--- src/hw/rtl/mat_fifo.sv ---
// Small first-in first-out queue of flat words, used for commands and results.
// Stand-alone; no package needed.
module mat_fifo #(
  parameter int unsigned DEPTH = 2,
  parameter int unsigned WIDTH = 8
) (
  input  logic             clk_i,
  input  logic             rst_ni,
  input  logic             push_i,
  input  logic [WIDTH-1:0] wdata_i,
  output logic             full_o,
  input  logic             pop_i,
  output logic [WIDTH-1:0] rdata_o,
  output logic             empty_o
);

  localparam int unsigned PtrW = (DEPTH > 1) ? $clog2(DEPTH) : 1;
  localparam int unsigned CntW = $clog2(DEPTH + 1);

  logic [WIDTH-1:0] mem_q [DEPTH];
  logic [PtrW-1:0]  wr_q, wr_d, rd_q, rd_d;
  logic [CntW-1:0]  cnt_q, cnt_d;
  logic             do_push, do_pop;

  assign full_o  = (cnt_q == CntW'(DEPTH));
  assign empty_o = (cnt_q == '0);
  assign do_push = push_i & ~full_o;
  assign do_pop  = pop_i & ~empty_o;
  assign rdata_o = mem_q[rd_q];

  // Advance pointers with wrap, track fill level
  always_comb begin
    wr_d  = wr_q;
    rd_d  = rd_q;
    cnt_d = cnt_q;
    if (do_push) begin
      wr_d = (wr_q == PtrW'(DEPTH - 1)) ? '0 : wr_q + PtrW'(1);
    end
    if (do_pop) begin
      rd_d = (rd_q == PtrW'(DEPTH - 1)) ? '0 : rd_q + PtrW'(1);
    end
    if (do_push && !do_pop) begin
      cnt_d = cnt_q + CntW'(1);
    end else if (do_pop && !do_push) begin
      cnt_d = cnt_q - CntW'(1);
    end
  end

  always_ff @(posedge clk_i or negedge rst_ni) begin
    if (!rst_ni) begin
      wr_q  <= '0;
      rd_q  <= '0;
      cnt_q <= '0;
    end else begin
      wr_q  <= wr_d;
      rd_q  <= rd_d;
      cnt_q <= cnt_d;
    end
  end

  // Store the pushed word
  always_ff @(posedge clk_i) begin
    if (do_push) begin
      mem_q[wr_q] <= wdata_i;
    end
  end

endmodule

--- config.mk ---
export PLATFORM = sky130hd
export DESIGN_NAME = mat_fifo
export DESIGN_NICKNAME = d
export VERILOG_FILES = /design/src/hw/rtl/mat_fifo.sv
export SDC_FILE = /design/constraint.sdc
export NUM_CORES = 1
export LEC_CHECK = 0
export ABC_AREA = 1
export BUFFER_PORTS_ARGS = -buffer_cell sky130_fd_sc_hd__buf_4
export CORE_ASPECT_RATIO = 1.25
export CORE_MARGIN = 1.5
export CORE_UTILIZATION = 40
export CTS_BUF_LIST = sky130_fd_sc_hd__clkbuf_16
export CTS_CLUSTER_SIZE = 24
export DETAILED_ROUTE_END_ITERATION = 10
export GPL_TIMING_DRIVEN = 0
export PLACE_DENSITY_LB_ADDON = 0.15
export SLEW_MARGIN = 20
export SYNTH_ARGS = -nofsm -noshare
export SYNTH_HDL_FRONTEND = slang
export SYNTH_SLANG_ARGS = --single-unit
--- constraint.sdc ---
create_clock -name clk_i -period 1.7 [get_ports clk_i]
set_clock_uncertainty 0.05 [all_clocks]
set_input_delay 0.255 -clock clk_i [delete_from_list [all_inputs] [get_ports clk_i]]
set_output_delay 0.255 -clock clk_i [all_outputs]
set_load 0.005 [all_outputs]
==> results.yml, run 1 <==
placed_design:
  hpwl_mm: 1.03
  place_ws_ns: 0.0536
  gp_congestion: 0.634
  port_buffers: 21
run:
  cap_violations: 0
grt:
  grt-ovfl-total: 0
  antenna_found_initial: 0
  grt_max_degree: 12
  grt_util_all_layers_pct: 14.5
  grt_pass1_wl_mm: 2.39
  grt_pass1_vias: 575
drt:
  drt_pass1_iterations: 3
  drtIter0Drc: 13
  ant_nets: 0
  num_vias: 571
  wl_per_cell_um: 12.0
  vias_per_cell: 4.80
  routed_wl_mm: 1.42
  drc_errors: 0
power:
  internal_power_mw: 1.29
  comb_power_share_pct: 34.7
  p_clk_share_pct: 25.1
  p_sw_share_pct: 30.8
  irDropWorstVdd_mv: 0.842
  powerDensity_mw_per_mm2: 1720
  p_seq_share_pct: 40.3
  switchingPower_mw: 0.574
  leakage_nw: 0.508
synthesis:
  synth-seq-cells: 20
  synth_area_sq_um: 810
  synthAdderAreaFrac_pct: 1.55
  synth_cells: 73
  yosys_warnings: 0
  yosys.area_share.simple_pct: 20.1
  avgSynthCellArea_sq_um: 11.1
  synthesis.nets: 86
  synth_xor_area_share_pct: 1.08
  synth_compound_area_share_pct: 1.24
  ys_seq_area_share_pct: 71.7
  synth_mux_area_share_pct: 0
  synth_top_family_by_area: "simple AND/OR/NAND/NOR gates"
  synth_cell_type_count: 14
worst_setup_path:
  r2r_end: "cnt_q[1]"
  r2r_cells: 6
  end_kind: "flip-flop"
  reg2reg_from: "cnt_q[0]"
  critPathTopFamily: "flip-flops"
  crit_buf_inv: 1
  critPathSlowestCell: "dfrtp_1"
  worst-endpoint-arrival_ns: 1.58
  crit_start: "cnt_q[0]"
  critPathMaxStageDelay_ns: 0.46
  crit_chain: "o21ai_0 -> ha_1 -> inv_1 -> nand3_1 -> nand2_1 -> nand2_1"
  cp.required_ns: 1.79
  reg2reg_setup_slack_ns: 0.20
  start_kind: "flip-flop"
  cp_max_fo: 7
  crit_path_frequent_cell: "nand2_1"
  crit_type: "flip-flop to flip-flop"
floorplan:
  fp.dieH_um: 53.3
  ioPinCount: 22
  core_area_sq_mm: 0.00194
  die_x_um: 43.2
  start_util_pct: 41.8
  die_area_sq_mm: 0.00230
  rows: 18
clock_network:
  clk_latency_ns: 0.25
  numCtsBuffers: 3
  clock_sinks: 20
  clock-root-buffer: "clkbuf_16"
  h-tree-depth: 1
  clk_pin_slew_ns: 0.05
  clockBufferDepth: 2
  cts_tree: "built"
  post-cts-setup-buffers: 0
worst_hold_path:
  holdPathStages: 1
  min_to: "mem_q[1][0]"
  min-delay-start: "wdata_i[0]"
  hold_class: "input port to flip-flop"
sta:
  max_freq_mhz: 669
  final_max_slew_viol_count: 0
  tns_ns: 0
  slew_headroom_pct: 70.1
  post-route-min-period_ns: 1.50
  setup_violations: 0
  worstMarginPinSlew_ns: 0.448
  rsz0062_at_grt: "false"
  finalHoldViolCount: 0
  fin_crit_sh_pct: 87.9
  worst_slack_ns: 0.205
final_layout:
  syn_to_final_growth_pct: 33.8
  post-route-util_pct: 55.9
  fillers: 186
  insertedDiodeCount: 0
  final_common_cell: "nand2_1"
  final_nets: 113
  drive_above_1_share_pct: 29.3
  mostFrequentLayoutCells: "nand2_1, buf_4, edfxtp_1"
run_status:
  outcome: "complete, no violations"
==> power groups by stage <==
stage | Sequential, mW | Clock [mW] | Combinational, mW
2_1_floorplan | 0.738 | 0 | 0.367
3_3_place_gp | 0.749 | 0 | 0.633
3_5_place_dp | 0.757 | 0 | 0.655
4_1_cts | 0.750 | 0.472 | 0.657
5_1_grt | 0.764 | 0.496 | 0.745
6_report | 0.751 | 0.467 | 0.646
==> area by class of cell <==
type | count | area, sq um | share of cell area (%)
buffer | 1 | 5.00 | 0.462
clock buffer | 3 | 75.1 | 6.93
clock inverter | 1 | 3.75 | 0.346
inverter | 8 | 30.0 | 2.77
multi-input combinational | 44 | 196 | 18.1
sequential | 20 | 581 | 53.6
tap | 20 | 25.0 | 2.31
timing repair buffer | 22 | 168 | 15.5
==> synthesized netlist by cell type, drive strengths merged <==
library cell  count  area share, %
nand3b            1           0.93
dfrtp             4             12
buf               1           0.62
nor2              4            2.5
nand2            33             15
o21ai             2            1.2
nand4             1           0.77
ha                1            1.5
inv               8            3.7
edfxtp           16             59
xnor2             1            1.1
nand3             1           0.62
==> worst reg2reg max path: stages (launching register included) <==
cell	delay (ns)
dfrtp_1	0.46
o21ai_0	0.30
ha_1	0.31
inv_1	0.08
nand3_1	0.08
nand2_1	0.06
nand2_1	0.05
==> registers in the layout, indices dropped and copies added, names as in the netlist <==
name	flops
cnt_q	2
rd_q	1
mem_q	16
wr_q	1
==> per-stage QoR <==
stage / hold slack [ns] / cell area, sq um / std cells / power (mW)
detailed placement: 0.00668 / 992 / 114 / 1.41
global route: 0.136 / 1080 / 119 / 2.01
CTS: 0.141 / 1080 / 119 / 1.88
global placement: 0.00396 / 992 / 114 / 1.38
floorplan: -0.0906 / 810 / 73 / 1.11
finish: 0.142 / 1080 / 119 / 1.86
==> cell families (layout without fill, tap and decap cells) <==
| group | count (synthesis) | after routing |
|---|---|---|
| xor gates and xnor gates | 1 | 1 |
| and+or+nand+nor | 40 | 40 |
| adders and majority gates | 1 | 1 |
| AOI/OAI and AO/OA | 2 | 2 |
| buffers and inverters | 9 | 35 |
| DFF | 20 | 20 |
==> worst max path at each step <==
stage	to	cells past startpoint	slack, ns
final	cnt_q[1]	6	0.20
after CTS	mem_q[1][7]	3	0.05
after floorplan	mem_q[1][0]	3	0.33
after detailed placement	mem_q[1][6]	3	0.05
after global routing	cnt_q[1]	6	0.06
after global placement	mem_q[1][7]	2	0.07
==> routing by layer <==
| metal | global-route usage [%] | vias to the layer above | wire length, um |
|---|---|---|---|
| met5 | 0 | - | 0 |
| met4 | 7.58 | 0 | 7 |
| met3 | 2.73 | 2 | 54 |
| met2 | 26.1 | 11 | 838 |
| met1 | 16.1 | 271 | 523 |
| li1 | - | 287 | - |
==> timing repair <==
action,4_1_cts,5_1_grt
hold endpoints to repair,4,0
hold buffers,1,0
setup endpoints to repair,0,8
resized for setup,0,1
(Power assumes the default switching activity.)
==> run 2, diff against run 1 <==
--- a/config.mk
+++ b/config.mk
@@ -15,6 +15,7 @@
 export DETAILED_ROUTE_END_ITERATION = 10
 export GPL_TIMING_DRIVEN = 0
 export PLACE_DENSITY_LB_ADDON = 0.15
+export RECOVER_POWER = 50
 export SLEW_MARGIN = 20
 export SYNTH_ARGS = -nofsm -noshare
 export SYNTH_HDL_FRONTEND = slang
==> run 2 against run 1 <==
Effect of this change:
- combinational power fell by 1%
- clock power barely moved
- critical path type is now flip-flop to output port
- worst setup slack barely moved
- highest routed layer is now met3
- count of clock-buffer cells in the layout did not move
- routed wire length fell by 0.70%
==> results.yml, run 2 (synthesis gave the netlist of run 1 again) <==
sta:
  max_freq_mhz: 669
  setup_violations: 0
  rsz0062_at_grt: "false"
  worstMarginPinSlew_ns: 0.438
  finalHoldViolCount: 0
  post-route-min-period_ns: 1.49
  fin_crit_sh_pct: 87.9
  tns_ns: 0
  final_max_slew_viol_count: 0
  slew_headroom_pct: 70.8
placed_design:
  place_area_sq_um: 992
  port_buffers: 21
  hpwl_mm: 1.03
  gp_congestion: 0.634
final_layout:
  syn_to_final_growth_pct: 33.1
  drive_above_1_share_pct: 27.3
  fillers: 186
  reg.largest.list: "mem_q: 16 flops, cnt_q: 2 flops"
  insertedDiodeCount: 0
  largest_reg_flops: 16
  mostFrequentLayoutCells: "nand2_1, edfxtp_1, buf_4"
  final_nets: 113
  final_common_cell: "nand2_1"
  stdcell_area_sq_mm: 0.00108
  top_register: "mem_q"
run:
  cap_violations: 0
grt:
  antenna_found_initial: 0
  grt_util_all_layers_pct: 14.5
  grt_pass1_vias: 575
  grt-ovfl-total: 0
  grt_pass1_wl_mm: 2.39
  grt_max_degree: 12
worst_setup_path:
  worst-endpoint-arrival_ns: 1.19
  cp.required_ns: 1.39
  cp_max_fo: 10
  crit_type: "flip-flop to output port"
  start_kind: "flip-flop"
  end_kind: "output port"
floorplan:
  die_x_um: 43.2
  rows: 18
  die_area_sq_mm: 0.00230
  core_area_sq_mm: 0.00194
  fp.dieH_um: 53.3
  ioPinCount: 22
  start_util_pct: 41.8
clock_network:
  h-tree-depth: 1
  post-cts-setup-buffers: 0
  clockBufferDepth: 2
  clk_latency_ns: 0.25
  cts_tree: "built"
  clock-root-buffer: "clkbuf_16"
  numCtsBuffers: 3
  clock_sinks: 20
  clk_pin_slew_ns: 0.05
drt:
  wl_per_cell_um: 11.9
  drt_pass1_iterations: 4
  drc_errors: 0
  vias_per_cell: 4.83
  drtIter0Drc: 8
  ant_nets: 0
  routed_wl_mm: 1.41
  num_vias: 575
run_status:
  outcome: "complete, no violations"
power:
  comb_power_share_pct: 34.5
  leakage_nw: 0.502
  p_seq_share_pct: 40.3
  internal_power_mw: 1.28
  powerDensity_mw_per_mm2: 1720
  switchingPower_mw: 0.569
  p_sw_share_pct: 30.7
  total_power_mw: 1.85
  irDropWorstVdd_mv: 0.830
  p_clk_share_pct: 25.2
worst_hold_path:
  hold_class: "input port to flip-flop"
[run 2: cell count changes in the layout (fill, tap and decap cells not counted), sizes merged]
cell	before	now
clkbuf	3	13
buf	22	12
[run 2: final timing paths]
kind / cells after the start / slack [ns] / endpoint / startpoint
setup / recovery: 5 / 0.21 / rdata_o[1] / rd_q
hold / removal: 1 / 0.17 / mem_q[1][0] / wdata_i[0]
setup reg to reg: 6 / 0.22 / cnt_q[1] / cnt_q[0]
hold reg to reg: 2 / 0.46 / wr_q / wr_q
max in group asynchronous: 2 / 1.07 / rd_q / rst_ni
min in group asynchronous: 2 / 0.33 / wr_q / rst_ni
[run 2: what timing repair did]
action,in CTS,in global routing
endpoints found under the hold margin,4,0
hold buffers,1,0
setup endpoints to repair,0,8
resized for setup,0,1
[run 2: cell type report]
type / instances / area (sq um) / share of cell area [%]
buffer: 1 / 5.00 / 0.465
clock buffer: 3 / 75.1 / 6.97
clock inverter: 1 / 3.75 / 0.348
inverter: 8 / 30.0 / 2.79
multi-input combinational: 44 / 194 / 18.0
sequential: 20 / 581 / 53.9
tap: 20 / 25.0 / 2.32
timing repair buffer: 22 / 164 / 15.2
[run 2: per-stage QoR]
stage	hold slack, ns	util [%]	cells	setup slack (ns)
after floorplan	-0.0906	-	73	0.328
after global placement	0.00396	51.2	114	0.0735
after detailed placement	0.00668	51.2	114	0.0536
after CTS	0.141	55.8	119	0.0477
after global routing	0.161	55.6	119	0.0670
final	0.166	55.6	119	0.205
[run 2: per-layer routing]
layer  global-route usage [%]  vias to the layer above  share of wire (%)
li1                         -                      288                  -
met1                     16.1                      274                 38
met2                     26.1                       13                 58
met3                     2.73                        0                3.9
met4                     7.58                        0                  0
met5                        0                        -                  0
[run 2: critical path, cell delays in order (launching register included)]
cell and delay [ns]:
dfrtp_1 0.35, buf_2 0.19, inv_2 0.16, nand2_1 0.07, nand2_1 0.06, buf_4 0.10
[run 2: power groups by stage]
| stage | sequential [mW] | clock (mW) | combinational, mW |
|---|---|---|---|
| 2_1_floorplan | 0.738 | 0 | 0.367 |
| 3_3_place_gp | 0.749 | 0 | 0.633 |
| 3_5_place_dp | 0.757 | 0 | 0.655 |
| 4_1_cts | 0.750 | 0.472 | 0.657 |
| 5_1_grt | 0.762 | 0.496 | 0.737 |
| 6_report | 0.748 | 0.467 | 0.639 |
==> run 3, diff against run 2 <==
--- a/config.mk
+++ b/config.mk
@@ -13,7 +13,7 @@
 export CTS_BUF_LIST = sky130_fd_sc_hd__clkbuf_16
 export CTS_CLUSTER_SIZE = 24
 export DETAILED_ROUTE_END_ITERATION = 10
-export GPL_TIMING_DRIVEN = 0
+export GPL_TIMING_DRIVEN = 1
 export PLACE_DENSITY_LB_ADDON = 0.15
 export RECOVER_POWER = 50
 export SLEW_MARGIN = 20
==> run 3 against run 2 <==
Effect of this change:
- maximum frequency fell by 3.6%
- largest cell class unchanged
- clock power is 36% higher
- sequential share of layout area decreased by 1.0 points
- highest routed layer is now met4
- non-clock buffer count increased by 1
- via count fell by 2.6%
- critical path depth is 1 lower
==> results.yml, run 3 (synthesis gave the netlist of run 1 again) <==
final_layout:
  seq_area_sq_um: 581
  fillers: 199
  syn_to_final_growth_pct: 35.7
  final_cells: 120
  largest_reg_flops: 16
  stdcell_area_sq_mm: 0.00110
  final_nets: 114
  reg.largest.list: "mem_q: 16 flops, cnt_q: 2 flops"
  insertedDiodeCount: 0
  drive_above_1_share_pct: 25.0
  final_common_cell: "nand2_1"
  post-route-util_pct: 56.7
  mostFrequentLayoutCells: "nand2_1, edfxtp_1, buf_4"
  multi_input_area_sq_um: 194
  top_register: "mem_q"
worst_setup_path:
  worst-endpoint-arrival_ns: 1.25
  cp.required_ns: 1.39
  cp_max_fo: 10
  start_kind: "flip-flop"
  reg2reg_setup_slack_ns: 0.26
  crit_type: "flip-flop to output port"
  end_kind: "output port"
worst_hold_path:
  hold_class: "input port to flip-flop"
grt:
  grt_max_degree: 13
  grt_pass1_vias: 547
  antenna_found_initial: 0
  grt_pass1_wl_mm: 2.30
  grt_util_all_layers_pct: 13.9
  grt-ovfl-total: 0
sta:
  slew_headroom_pct: 75.1
  final_max_slew_viol_count: 0
  worst_slack_ns: 0.149
  fin_crit_sh_pct: 91.3
  post-route-min-period_ns: 1.55
  rsz0062_at_grt: "false"
  setup_violations: 0
  worstMarginPinSlew_ns: 0.373
  fin_worst_hold_slack_ns: 0.161
  max_freq_mhz: 645
  finalHoldViolCount: 0
  tns_ns: 0
clock_network:
  post-cts-setup-buffers: 0
  clockBufferDepth: 2
  cts_resized: 0
  h-tree-depth: 1
  cts_tree: "built"
  clock_sinks: 20
  numCtsBuffers: 3
  clk_pin_slew_ns: 0.06
  clk_latency_ns: 0.25
  clock-root-buffer: "clkbuf_16"
power:
  total_power_mw: 2.01
  p_clk_share_pct: 31.5
  switchingPower_mw: 0.572
  powerDensity_mw_per_mm2: 1830
  comb_power_share_pct: 29.6
  leakage_nw: 0.507
  internal_power_mw: 1.44
  p_seq_share_pct: 38.8
  p_sw_share_pct: 28.4
  irDropWorstVdd_mv: 0.932
run:
  cap_violations: 0
floorplan:
  rows: 18
  die_x_um: 43.2
  start_util_pct: 41.8
  fp.dieH_um: 53.3
  die_area_sq_mm: 0.00230
  ioPinCount: 22
  core_area_sq_mm: 0.00194
drt:
  drtIter0Drc: 6
  drc_errors: 0
  vias_per_cell: 4.67
  routed_wl_mm: 1.40
  num_vias: 560
  wl_per_cell_um: 11.7
  drt_pass1_iterations: 4
  ant_nets: 0
run_status:
  outcome: "complete, no violations"
placed_design:
  port_buffers: 21
  place_area_sq_mm: 0.00100
  place_inst: 115
  gp_congestion: 0.677
  place_ws_ns: 0.249
  hpwl_mm: 1.02
run 3: changes by cell type in the layout (fill, tap and decap cells not counted):
cell and change:
buf_2 -1, buf_4 +2, bufinv_16 +1, clkbuf_1 +4, clkbuf_4 -4, clkinv_1 -1
run 3: power groups by stage:
stage | combinational (mW) | sequential [mW] | clock, mW
after CTS | 0.623 | 0.783 | 0.645
after detailed placement | 0.620 | 0.788 | 0
after floorplan | 0.367 | 0.738 | 0
after global routing | 0.693 | 0.800 | 0.662
after global placement | 0.613 | 0.786 | 0
final | 0.596 | 0.782 | 0.635
run 3: worst paths after layout:
check | startpoint | to | cells after the start
min | wdata_i[7] | mem_q[1][7] | 1
max in group asynchronous | rst_ni | cnt_q[0] | 2
min in group asynchronous | rst_ni | cnt_q[1] | 2
min reg2reg | wr_q | wr_q | 2
max reg2reg | cnt_q[0] | cnt_q[1] | 6
max | rd_q | rdata_o[4] | 4
run 3: worst max-delay path, stage by stage, from the launching register on:
cell	delay, ns
dfrtp_1	0.56
inv_2	0.16
nand2_1	0.10
nand2_1	0.05
buf_4	0.13
run 3: area by class of cell:
cell class / count / share of cell area [%]
clock inverters: 1 / 2.73
clock buffers: 3 / 6.83
multi-input cells: 44 / 17.7
repair buffers: 24 / 14.9
well taps: 20 / 2.28
inverters: 8 / 2.73
flip-flops and latches: 20 / 52.8
run 3: repair_timing:
| action | in CTS | in global routing |
|---|---|---|
| hold buffers | 1 | 0 |
| endpoints found under the setup margin | 0 | 0 |
| endpoints found under the hold margin | 4 | 0 |
run 3: routing by layer:
metal / GRT usage [%] / wire length, um
met1: 14.9 / 574
met4: 7.58 / 7
met3: 2.39 / 40
met5: 0 / 0
met2: 25.4 / 778
