===== config.mk =====
export PLATFORM = sky130hd
export DESIGN_NAME = mat_front
export DESIGN_NICKNAME = d
export VERILOG_FILES = /design/src/hw/rtl/mat_pkg.sv /design/src/hw/rtl/mat_front.sv
export SDC_FILE = /design/constraint.sdc
export NUM_CORES = 1
export LEC_CHECK = 0
export BUFFER_PORTS_ARGS = -buffer_cell sky130_fd_sc_hd__buf_2
export CORE_AREA = 2 2 52 54
export DETAILED_ROUTE_END_ITERATION = 16
export DIE_AREA = 0 0 54 56
export GPL_TIMING_DRIVEN = 0
export PLACE_DENSITY = 0.93
export SYNTH_ARGS = -nofsm -noshare
export SYNTH_HDL_FRONTEND = slang
export SYNTH_SLANG_ARGS = --single-unit

===== constraint.sdc =====
create_clock -name vclk -period 1.54
set_clock_uncertainty 0.15 [all_clocks]
set_input_delay 0.154 -clock vclk [all_inputs]
set_output_delay 0.154 -clock vclk [all_outputs]
set_load 0.1 [all_outputs]

===== src/hw/rtl/mat_pkg.sv =====
// Shared types and constants for the multi-ant turmite block.
// Used by mat_front, mat_back and the top level; depends on nothing.
package mat_pkg;

  // Fixed sizes of the grid, the ant table and the rule strings
  localparam int unsigned MaxAnts   = 8;
  localparam int unsigned AntW      = 3;
  localparam int unsigned CoordW    = 8;
  localparam int unsigned DimW      = 9;
  localparam int unsigned MaxDim    = 256;
  localparam int unsigned AddrW     = 16;
  localparam int unsigned GridDepth = 65536;
  localparam int unsigned CellW     = 4;
  localparam int unsigned LenW      = 5;
  localparam int unsigned MaxRules  = 16;
  localparam int unsigned RulesW    = 32;
  localparam int unsigned CountW    = 4;

  // Action field of an input word
  typedef enum logic [1:0] {
    ACT_TICK = 2'd0,
    ACT_LOAD = 2'd1,
    ACT_READ = 2'd2
  } action_e;

  // Configuration register indexes
  typedef enum logic [1:0] {
    REG_WIDTH  = 2'd0,
    REG_HEIGHT = 2'd1,
    REG_ACTIVE = 2'd2
  } reg_idx_e;

  // Command kinds passed from the front to the back
  typedef enum logic [1:0] {
    CMD_TICK = 2'd0,
    CMD_LOAD = 2'd1,
    CMD_READ = 2'd2
  } cmd_kind_e;

  typedef struct packed {
    cmd_kind_e           kind;
    logic [AntW-1:0]     ant;
    logic [CoordW-1:0]   x;
    logic [CoordW-1:0]   y;
    logic [1:0]          heading;
    logic [RulesW-1:0]   rules;
    logic [LenW-1:0]     len;
    logic [CountW-1:0]   count;
  } cmd_t;

  typedef struct packed {
    logic [AntW-1:0]     ant;
    logic [CoordW-1:0]   x;
    logic [CoordW-1:0]   y;
    logic [1:0]          heading;
    logic [CellW-1:0]    cell_val;
    logic                last;
  } res_t;

  // Grid size in use, already clamped to 1..MaxDim
  typedef struct packed {
    logic [DimW-1:0]     width;
    logic [DimW-1:0]     height;
  } grid_cfg_t;

endpackage


===== src/hw/rtl/mat_front.sv =====
// Front end: accepts input words, decodes the action and builds a command.
// Depends on mat_pkg for the command type and action codes.
module mat_front (
  input  logic                        push_i,
  output logic                        full_o,
  input  logic [1:0]                  action_i,
  input  logic [mat_pkg::AntW-1:0]    ant_index_i,
  input  logic [mat_pkg::CoordW-1:0]  pos_x_i,
  input  logic [mat_pkg::CoordW-1:0]  pos_y_i,
  input  logic [1:0]                  heading_i,
  input  logic [mat_pkg::RulesW-1:0]  rule_codes_i,
  input  logic [mat_pkg::LenW-1:0]    rule_length_i,
  input  logic [mat_pkg::CountW-1:0]  active_ants_i,
  input  logic                        clearing_i,
  input  logic                        cmd_full_i,
  output logic                        cmd_push_o,
  output mat_pkg::cmd_t               cmd_o
);

  logic                        accept;
  logic [mat_pkg::CountW-1:0]  ant_count;
  logic [mat_pkg::LenW-1:0]    len_sat;

  // Hold off input while the grid is being cleared or the queue is full
  assign full_o = cmd_full_i | clearing_i;
  assign accept = push_i & ~full_o;

  // Saturate the ant count and the rule length
  always_comb begin
    ant_count = active_ants_i;
    if (active_ants_i > mat_pkg::CountW'(mat_pkg::MaxAnts)) begin
      ant_count = mat_pkg::CountW'(mat_pkg::MaxAnts);
    end
    len_sat = rule_length_i;
    if (rule_length_i == '0) begin
      len_sat = mat_pkg::LenW'(1);
    end else if (rule_length_i > mat_pkg::LenW'(mat_pkg::MaxRules)) begin
      len_sat = mat_pkg::LenW'(mat_pkg::MaxRules);
    end
  end

  // Classify: drop empty ticks and unused actions, queue the rest
  always_comb begin
    cmd_o.kind    = mat_pkg::CMD_TICK;
    cmd_o.ant     = ant_index_i;
    cmd_o.x       = pos_x_i;
    cmd_o.y       = pos_y_i;
    cmd_o.heading = heading_i;
    cmd_o.rules   = rule_codes_i;
    cmd_o.len     = len_sat;
    cmd_o.count   = ant_count;
    cmd_push_o    = 1'b0;
    case (action_i)
      mat_pkg::ACT_TICK: begin
        cmd_o.kind = mat_pkg::CMD_TICK;
        cmd_push_o = accept & (ant_count != '0);
      end
      mat_pkg::ACT_LOAD: begin
        cmd_o.kind = mat_pkg::CMD_LOAD;
        cmd_push_o = accept;
      end
      mat_pkg::ACT_READ: begin
        cmd_o.kind = mat_pkg::CMD_READ;
        cmd_push_o = accept;
      end
      default: begin
        cmd_push_o = 1'b0;
      end
    endcase
  end

endmodule


==> impl_metrics.json, run 1 <==
{
  "switching_share_pct": 80.2,
  "start_util_pct": 22.6,
  "drv_slew": 0,
  "core-area_um2": 2430,
  "nClkBuffers": 0,
  "fp.dieW_um": 54,
  "final_common_cell": "buf_2",
  "netlist.area_leader.share_pct": 72.3,
  "cp-end-kind": "primary output",
  "worst_pin_slew_ns": 0.498,
  "grt_start_max_net_pins": 6,
  "yosys_warnings": 0,
  "grt_overflow": 0,
  "p_comb_share_pct": 100.0,
  "critPathLaunchType": "input port",
  "num_antenna_cells": 0,
  "pin_count": 133,
  "hold_violations": 0,
  "drc_errors": 0,
  "drtIter0Drc": 5,
  "nets": 230,
  "dp_hpwl_um": 1540,
  "critPathArrivalTime_ns": 1.31,
  "netSwitchingPower_mw": 0.745,
  "grt_pass1_vias": 506,
  "yosysTopAreaCell": "buf_4",
  "pre_cts_slack_ns": -0.340,
  "place.gp.congestion": 0.603,
  "antenna_found_initial": 0,
  "finalNonFillerCells": 187,
  "crit_type": "in -> out",
  "cp.required_ns": 1.24,
  "dp.cells": 186,
  "routedWlPerCell_um": 8.75,
  "fin_total_pwr_mw": 0.929,
  "grt_util_all_layers_pct": 7.85,
  "period_minus_slack_ns": 1.61,
  "p_leak_nw": 0.683,
  "portBuffers": 80,
  "maxCapViolations": 0,
  "drive_gt1_share_pct": 93.0,
  "seqCellArea_um2": 0,
  "final_cell_mix": "buf_2, buf_4, nor2b_2",
  "vias": 689,
  "violations": "negative setup slack",
  "seq_cells": 0,
  "num_rows": 18,
  "pwr-share-seq_pct": 0,
  "peakVddDrop_uv": 587,
  "tns_ns": -0.0720,
  "die_area_um2": 3020,
  "cellInternalPower_mw": 0.184,
  "die_h_um": 56,
  "synth_nets": 147,
  "synthesis.instances": 76,
  "powerDensity_nw_per_um2": 842,
  "vias_per_cell": 3.68,
  "rsz0062_at_grt": "true",
  "netlist_area_um2": 551,
  "hold_path_class": "in -> out",
  "grt_pass1_wl_um": 1960,
  "wl_um": 1640,
  "drt_pre_antenna_iters": 2,
  "max_freq_ghz": 0.620,
  "ys_types": 12,
  "setup_viol": 1,
  "clockPowerShare_pct": 0,
  "antenna_left": 0,
  "whs_ns": 0.541,
  "yosysSeqAreaShare_pct": 0,
  "postSynthAreaPerCell_um2": 7.24,
  "area_growth_syn_to_layout_pct": 100,
  "slew_headroom_pct": 67.0,
  "cts_hold_buf": 0,
  "status": "finished with violations",
  "cp_max_fo": 2,
  "period_share_pct": 105,
  "setup_ws_ns": -0.0720,
  "netlist_top_cells_area": "buf_4, ha_1, nor2b_1"
}
==> layer usage <==
| layer | vias to the layer above | routed length [um] | track usage, % |
|---|---|---|---|
| met4 | 0 | 0 | 0 |
| met2 | 66 | 960 | 19.2 |
| li1 | 339 | - | - |
| met3 | 0 | 294 | 0 |
| met5 | - | 0 | 0 |
| met1 | 284 | 382 | 6.25 |
==> path summary, 6_finish.rpt <==
check | from | to | cells after the start | slack, ns
max | action_i[1] | cmd_push_o | 5 | -0.07
min | rule_codes_i[13] | cmd_o[22] | 2 | 0.54
==> power groups by stage <==
stage	clock [mW]	sequential (mW)	combinational, mW
floorplan	0	0	0.813
global placement	0	0	0.913
detailed placement	0	0	0.916
CTS	0	0	0.930
global route	0	0	0.954
finish	0	0	0.929
==> cell usage after synthesis (all sizes together) <==
| master | number |
|---|---|
| or2 | 1 |
| or3 | 1 |
| a211oi | 1 |
| clkbuf | 2 |
| nor4 | 1 |
| ha | 4 |
| or4b | 1 |
| a21oi | 1 |
| buf | 53 |
| nor2 | 2 |
| nor2b | 5 |
| inv | 4 |
==> logic make-up after synthesis <==
| kind of cell | share of synthesized area, % |
|---|---|
| buffers and inverters | 76.4 |
| adder cells (fa/ha/maj) | 9.09 |
| AND/OR/NAND/NOR | 12.3 |
| AO/OA/AOI/OAI | 2.27 |
==> final cells by class <==
cell class,instances,area (um2)
multi-input combinational,17,200
buffer,55,405
fill,242,1330
inverter,4,15.0
timing repair buffer,81,445
tap,30,37.5
==> per-stage QoR <==
step	area, um2	util, %
finish	1100	45.4
detailed placement	1040	42.9
global route	1100	45.4
CTS	1090	45.0
floorplan	606	-
global placement	1040	42.9
==> critical path, cell delays in order <==
cell	delay, ns
buf_8	0.10
ha_4	0.14
or4b_4	0.49
a211oi_4	0.21
buf_12	0.21
==> repair_timing <==
| item | in CTS | in global routing |
|---|---|---|
| pin swaps | 3 | 1 |
| setup endpoints to repair | 2 | 1 |
| endpoints found under the hold margin | 0 | 0 |
| resized for setup | 12 | 1 |
| setup buffers | 1 | 0 |
Power figures use the tool's default switching activity.
==> run 2, diff against run 1 <==
GPL_TIMING_DRIVEN = unset   (was 0)
==> run 2 against run 1 <==
Effect of this change:
- the run still ends with negative setup slack left
- critical endpoint unchanged
- clock-buffer cell count did not move
- total power fell by 75%
- global-route usage fell by 1.4 points
- critical path depth did not move
- highest routed layer is now met4
- largest cell class unchanged
- combinational power fell by 75%
- first-iteration DRC count rose by 20%
- worst hold slack got worse by 0.38 ns
- routed wire length fell by 34%
- worst setup slack got worse by 0.0079 ns
- sequential cell count did not move
==> impl_metrics.json, run 2 (synthesized netlist as in run 1, its figures left out) <==
{
  "pin_count": 133,
  "maxCapViolations": 0,
  "fp.dieW_um": 54,
  "slew_headroom_pct": 67.7,
  "antenna_found_initial": 0,
  "core-area_um2": 2430,
  "p_leak_nw": 0.227,
  "peakVddDrop_uv": 153,
  "status": "finished with violations",
  "grt_start_max_net_pins": 6,
  "wl_um": 1070,
  "hold_path_class": "in -> out",
  "grt_pass1_wl_um": 1530,
  "cellInternalPower_mw": 0.0644,
  "antenna_left": 0,
  "nets": 122,
  "worst_pin_slew_ns": 0.487,
  "clockPowerShare_pct": 0,
  "rsz0062_at_grt": "true",
  "hp-start": "rule_codes_i[13]",
  "grt_overflow": 0,
  "grt_util_all_layers_pct": 6.43,
  "cp-end-kind": "primary output",
  "pwr-share-seq_pct": 0,
  "vias_per_cell": 4.03,
  "period_share_pct": 105,
  "final_common_cell": "buf_2",
  "vias": 318,
  "drc_errors": 0,
  "nClkBuffers": 0,
  "num_rows": 18,
  "max_freq_ghz": 0.617,
  "setup_viol": 1,
  "die_h_um": 56,
  "crit_start": "action_i[1]",
  "p_comb_share_pct": 100.0,
  "cp_max_fo": 3,
  "drtIter0Drc": 6,
  "netSwitchingPower_mw": 0.170,
  "cp.required_ns": 1.24,
  "crit_type": "in -> out",
  "critPathArrivalTime_ns": 1.32,
  "area_growth_syn_to_layout_pct": -15.2,
  "dp.cells": 79,
  "fin_total_pwr_mw": 0.234,
  "num_antenna_cells": 0,
  "setup_ws_ns": -0.0799,
  "powerDensity_nw_per_um2": 501,
  "drv_slew": 0,
  "post_cts_buffers": 0,
  "dp_hpwl_um": 924,
  "final_cell_mix": "buf_2, nor2b_2, inv_1, buf_12, ha_1",
  "hold_violations": 0,
  "pre_cts_slack_ns": -0.175,
  "portBuffers": 27,
  "place.gp.congestion": 0.526,
  "drt_pre_antenna_iters": 3,
  "drive_gt1_share_pct": 81.6,
  "routedWlPerCell_um": 13.6,
  "period_minus_slack_ns": 1.62,
  "die_area_um2": 3020,
  "switching_share_pct": 72.5,
  "critPathLaunchType": "input port",
  "finalNonFillerCells": 79,
  "seq_cells": 0,
  "violations": "negative setup slack",
  "start_util_pct": 22.6,
  "grt_pass1_vias": 326,
  "seqCellArea_um2": 0
}
-- run 2: cell count changes in the layout (fill, tap and decap cells not counted), sizes merged --
cell    change
buf       -106
clkbuf      -2
-- run 2: critical path, stage by stage --
cell and delay, ns:
buf_8 0.10, ha_4 0.14, or4b_4 0.49, a211oi_4 0.21, buf_12 0.21
-- run 2: repair_timing --
| action | CTS | global route |
|---|---|---|
| resized for setup | 5 | 2 |
| endpoints found under the setup margin | 1 | 1 |
| hold buffers | 0 | 0 |
| gates cloned | 0 | 0 |
| pin swaps | 3 | 1 |
-- run 2: area by class of cell --
| type | count | area (um2) |
|---|---|---|
| Fill cell | 273 | 1970 |
| Inverter | 4 | 15.0 |
| Tap cell | 30 | 37.5 |
| Timing Repair Buffer | 28 | 223 |
| Multi-Input combinational cell | 17 | 191 |
-- run 2: worst paths after layout --
kind / depth (start not counted) / slack [ns] / end
min: 0 / 0.16 / cmd_o[22]
max: 5 / -0.08 / cmd_push_o
-- run 2: power groups by stage --
stage          combinational [mW]  clock (mW)  sequential [mW]
2_1_floorplan               0.813           0                0
3_3_place_gp                0.228           0                0
3_5_place_dp                0.229           0                0
4_1_cts                     0.234           0                0
5_1_grt                     0.245           0                0
6_report                    0.234           0                0
-- run 2: per-stage QoR --
| step | util [%] | hold WS [ns] | setup TNS (ns) | area [um2] |
|---|---|---|---|---|
| after floorplan | - | 0.252 | -0.398 | 606 |
| after global placement | 18.1 | 0.159 | -0.142 | 440 |
| after detailed placement | 18.1 | 0.159 | -0.175 | 440 |
| after CTS | 18.8 | 0.159 | -0.143 | 457 |
| after global routing | 19.2 | 0.158 | -0.106 | 467 |
| final | 19.2 | 0.158 | -0.0799 | 467 |
-- run 2: layer usage --
layer  vias to the layer above  global-route usage (%)  routed length [um]
met5                         -                       0                   0
met4                         0                    7.14                 108
li1                        124                       -                   -
met1                       128                    3.85                 207
met3                        26                    4.57                 255
met2                        40                    10.6                 502
==> run 3, diff against run 2 <==
MAX_ROUTING_LAYER = met4   (was unset)
PLACE_DENSITY = unset   (was 0.93)
PLACE_DENSITY_LB_ADDON = 0.1   (was unset)
==> run 3 against run 2 <==
Effect of this change:
- the run now fails in detailed routing (5_2_route)
- global-route usage is 0.86 points lower
- synthesized area stayed put
- synthesized cell count stayed put
==> impl_metrics.json, run 3 <==
{
  "netlist_top_cells_area": "buf_4, ha_1, nor2b_1",
  "haltStage": "detailed routing (5_2_route)",
  "synth-simple-area-share_pct": 12.3,
  "synthAdderAreaFrac_pct": 9.09,
  "die_h_um": 56,
  "synthXorXnorAreaFrac_pct": 0,
  "grt_util_all_layers_pct": 5.57,
  "ys_types": 12,
  "dp.cells": 81,
  "grt_overflow": 0,
  "synth_compound_gate_area_share_pct": 2.27,
  "postSynthAreaPerCell_um2": 7.24,
  "crit_endpoint": "cmd_push_o",
  "pin_count": 133,
  "antenna_found_initial": 0,
  "first-error": "[ERROR DRT-0255] Maze Route cannot find path of net rule_codes_i[14] in worker of routeBox ( 0 0 ) ( 54000 48300 ).",
  "placed_area_um2": 455,
  "yosysTopAreaCell": "buf_4",
  "start_util_pct": 22.6,
  "yosysMostFrequentCell": "buf_4",
  "yosysSeqAreaShare_pct": 0,
  "worst-ep-kind": "primary output",
  "place.gp.congestion": 0.618,
  "grt_pass1_wl_um": 1340,
  "synthesis.instances": 76,
  "netlist.area_leader.share_pct": 72.3,
  "dp_hpwl_um": 900,
  "status": "aborted with a tool error",
  "yosys_warnings": 0,
  "synth.area.mux_share_pct": 0,
  "num_rows": 18,
  "fp.dieW_um": 54,
  "synth_top_family_by_area": "buffers and inverters",
  "synth_nets": 147,
  "portBuffers": 27,
  "grt_start_max_net_pins": 6,
  "synthTopCellsByCount": "buf_4, nor2b_1, ha_1, inv_1",
  "netlist_area_um2": 551,
  "grt_pass1_vias": 288
}
## run 3: cells by family after synthesis
kind of cell             count (synthesis)
AND/OR/NAND/NOR                         11
buffers and inverters                   59
AO/OA/AOI/OAI                            2
adder cells (fa/ha/maj)                  4
## run 3: timing repair
item,in CTS,in global routing
hold endpoints to repair,0,0
hold buffers,0,0
pin swaps,3,1
resized for setup,5,2
setup buffers,0,0
gates cloned,0,0
endpoints found under the setup margin,1,1
## run 3: stage by stage
stage	utilization, %	worst slack [ns]	hold slack (ns)	setup TNS, ns
detailed placement	18.7	-0.148	0.159	-0.148
global placement	18.7	-0.143	0.159	-0.143
floorplan	-	-0.398	0.252	-0.398
global route	19.8	-0.0901	0.158	-0.0901
CTS	19.4	-0.130	0.159	-0.130
## run 3: metal layers
layer	track usage, %
met1	4.97
met3	2.69
met4	4.29
met5	-
met2	8.71
==> run 4, diff against run 3 <==
CORE_AREA = 2 2 63 65   (was 2 2 52 54)
DIE_AREA = 0 0 65 67   (was 0 0 54 56)
MAX_ROUTING_LAYER = unset   (was met4)
PLACE_DENSITY_LB_ADDON = 0.15   (was 0.1)
==> run 4 against run 3 <==
Effect of this change:
- the flow now finishes, with violations (negative setup slack)
- global-route usage decreased by 1.5 points
==> impl_metrics.json, run 4 (synthesized netlist as in run 1, its figures left out) <==
{
  "critPathLaunchType": "input port",
  "antenna_found_initial": 0,
  "p_leak_nw": 0.243,
  "max_stage_delay_ns": 0.49,
  "drv_slew": 0,
  "crit_type": "in -> out",
  "grt_pass1_wl_um": 1440,
  "core-area_um2": 3610,
  "peakVddDrop_uv": 130,
  "maxCapViolations": 0,
  "routedWlPerCell_um": 11.1,
  "status": "finished with violations",
  "antenna_left": 0,
  "period_share_pct": 104,
  "num_antenna_cells": 0,
  "drive_gt1_share_pct": 84.6,
  "fp.dieW_um": 65,
  "cts_hold_buf": 0,
  "powerDensity_nw_per_um2": 465,
  "drt_pre_antenna_iters": 2,
  "slew_headroom_pct": 66.6,
  "area_growth_syn_to_layout_pct": -3.18,
  "max_freq_ghz": 0.624,
  "final_cell_mix": "buf_2, nor2b_2, inv_1, buf_12, buf_4",
  "path_cells": "buf_8 -> ha_4 -> or4b_4 -> a211oi_4 -> buf_12",
  "pre_cts_slack_ns": -0.149,
  "place.gp.congestion": 0.638,
  "vias_per_cell": 3.15,
  "final_util_pct": 14.8,
  "dp_hpwl_um": 961,
  "start_util_pct": 15.3,
  "wl_um": 1110,
  "hold_violations": 0,
  "die_h_um": 67,
  "vias": 315,
  "die_area_um2": 4360,
  "drc_errors": 0,
  "setup_ws_ns": -0.0618,
  "cp-end-kind": "primary output",
  "period_minus_slack_ns": 1.60,
  "dp.cells": 98,
  "grt_start_max_net_pins": 6,
  "pin_count": 133,
  "cp.required_ns": 1.24,
  "rsz0062_at_grt": "true",
  "num_rows": 22,
  "drtIter0Drc": 5,
  "hold_path_class": "in -> out",
  "grt_overflow": 0,
  "portBuffers": 27,
  "crit_buf_inv": 2,
  "finalNonFillerCells": 100,
  "fill_cells": 406,
  "whs_ns": 0.158,
  "hp-start": "rule_codes_i[13]",
  "crit_family": "simple AND/OR/NAND/NOR gates",
  "setup_viol": 1,
  "grt_pass1_vias": 303,
  "cpMaxStageDelayCell": "or4b_4",
  "violations": "negative setup slack",
  "seqCellArea_um2": 0,
  "min_path_cells": 0,
  "worst_pin_slew_ns": 0.504,
  "holdPathEnd": "cmd_o[22]",
  "seq_cells": 0,
  "grt_util_all_layers_pct": 4.05,
  "nClkBuffers": 0,
  "nets": 125,
  "final_common_cell": "buf_2",
  "critPathArrivalTime_ns": 1.30,
  "cp_max_fo": 2
}
[run 4: how the worst max path moves through the flow]
stage | depth (start not counted) | to | slack (ns) | startpoint
2_1_floorplan | 3 | cmd_push_o | -0.40 | action_i[0]
3_3_place_gp | 5 | cmd_push_o | -0.14 | action_i[0]
3_5_place_dp | 6 | cmd_push_o | -0.15 | action_i[0]
4_1_cts | 5 | cmd_push_o | -0.12 | action_i[1]
5_1_grt | 5 | cmd_push_o | -0.09 | action_i[1]
6_report | 5 | cmd_push_o | -0.06 | action_i[1]
[run 4: what timing repair did]
action                                  CTS  global route
gates resized for setup                   7             2
endpoints found under the setup margin    1             1
pin swaps                                 3             1
buffers inserted                          2             0
[run 4: power breakdown]
group	leakage, nW	internal, mW	switching (mW)
logic	0.243	0.0728	0.175
registers	0	0	0
clock network	0	0	0
[run 4: per-stage QoR]
step / TNS (ns) / power [mW] / instance area [um2]
2_1_floorplan: -0.398 / 0.813 / 606
3_3_place_gp: -0.138 / 0.233 / 470
3_5_place_dp: -0.149 / 0.231 / 470
4_1_cts: -0.120 / 0.243 / 512
5_1_grt: -0.0895 / 0.259 / 533
6_report: -0.0618 / 0.248 / 533
[run 4: layout make-up]
cell class         instances  area [um2]  share of cell area (%)
repair buffers            31         245                    46.0
inverters                  4        15.0                    2.82
multi-input cells         17         213                    39.9
well taps                 48        60.1                    11.3
[run 4: per-layer routing]
metal / up-vias / part of all wire, % / routed length [um] / track usage, %
met1: 134 / 25 / 275 / 3.40
met5: - / 0 / 0 / 0
met4: 0 / 6.3 / 70 / 4.79
met2: 34 / 48 / 531 / 5.41
li1: 129 / - / - / -
met3: 18 / 21 / 230 / 3.38
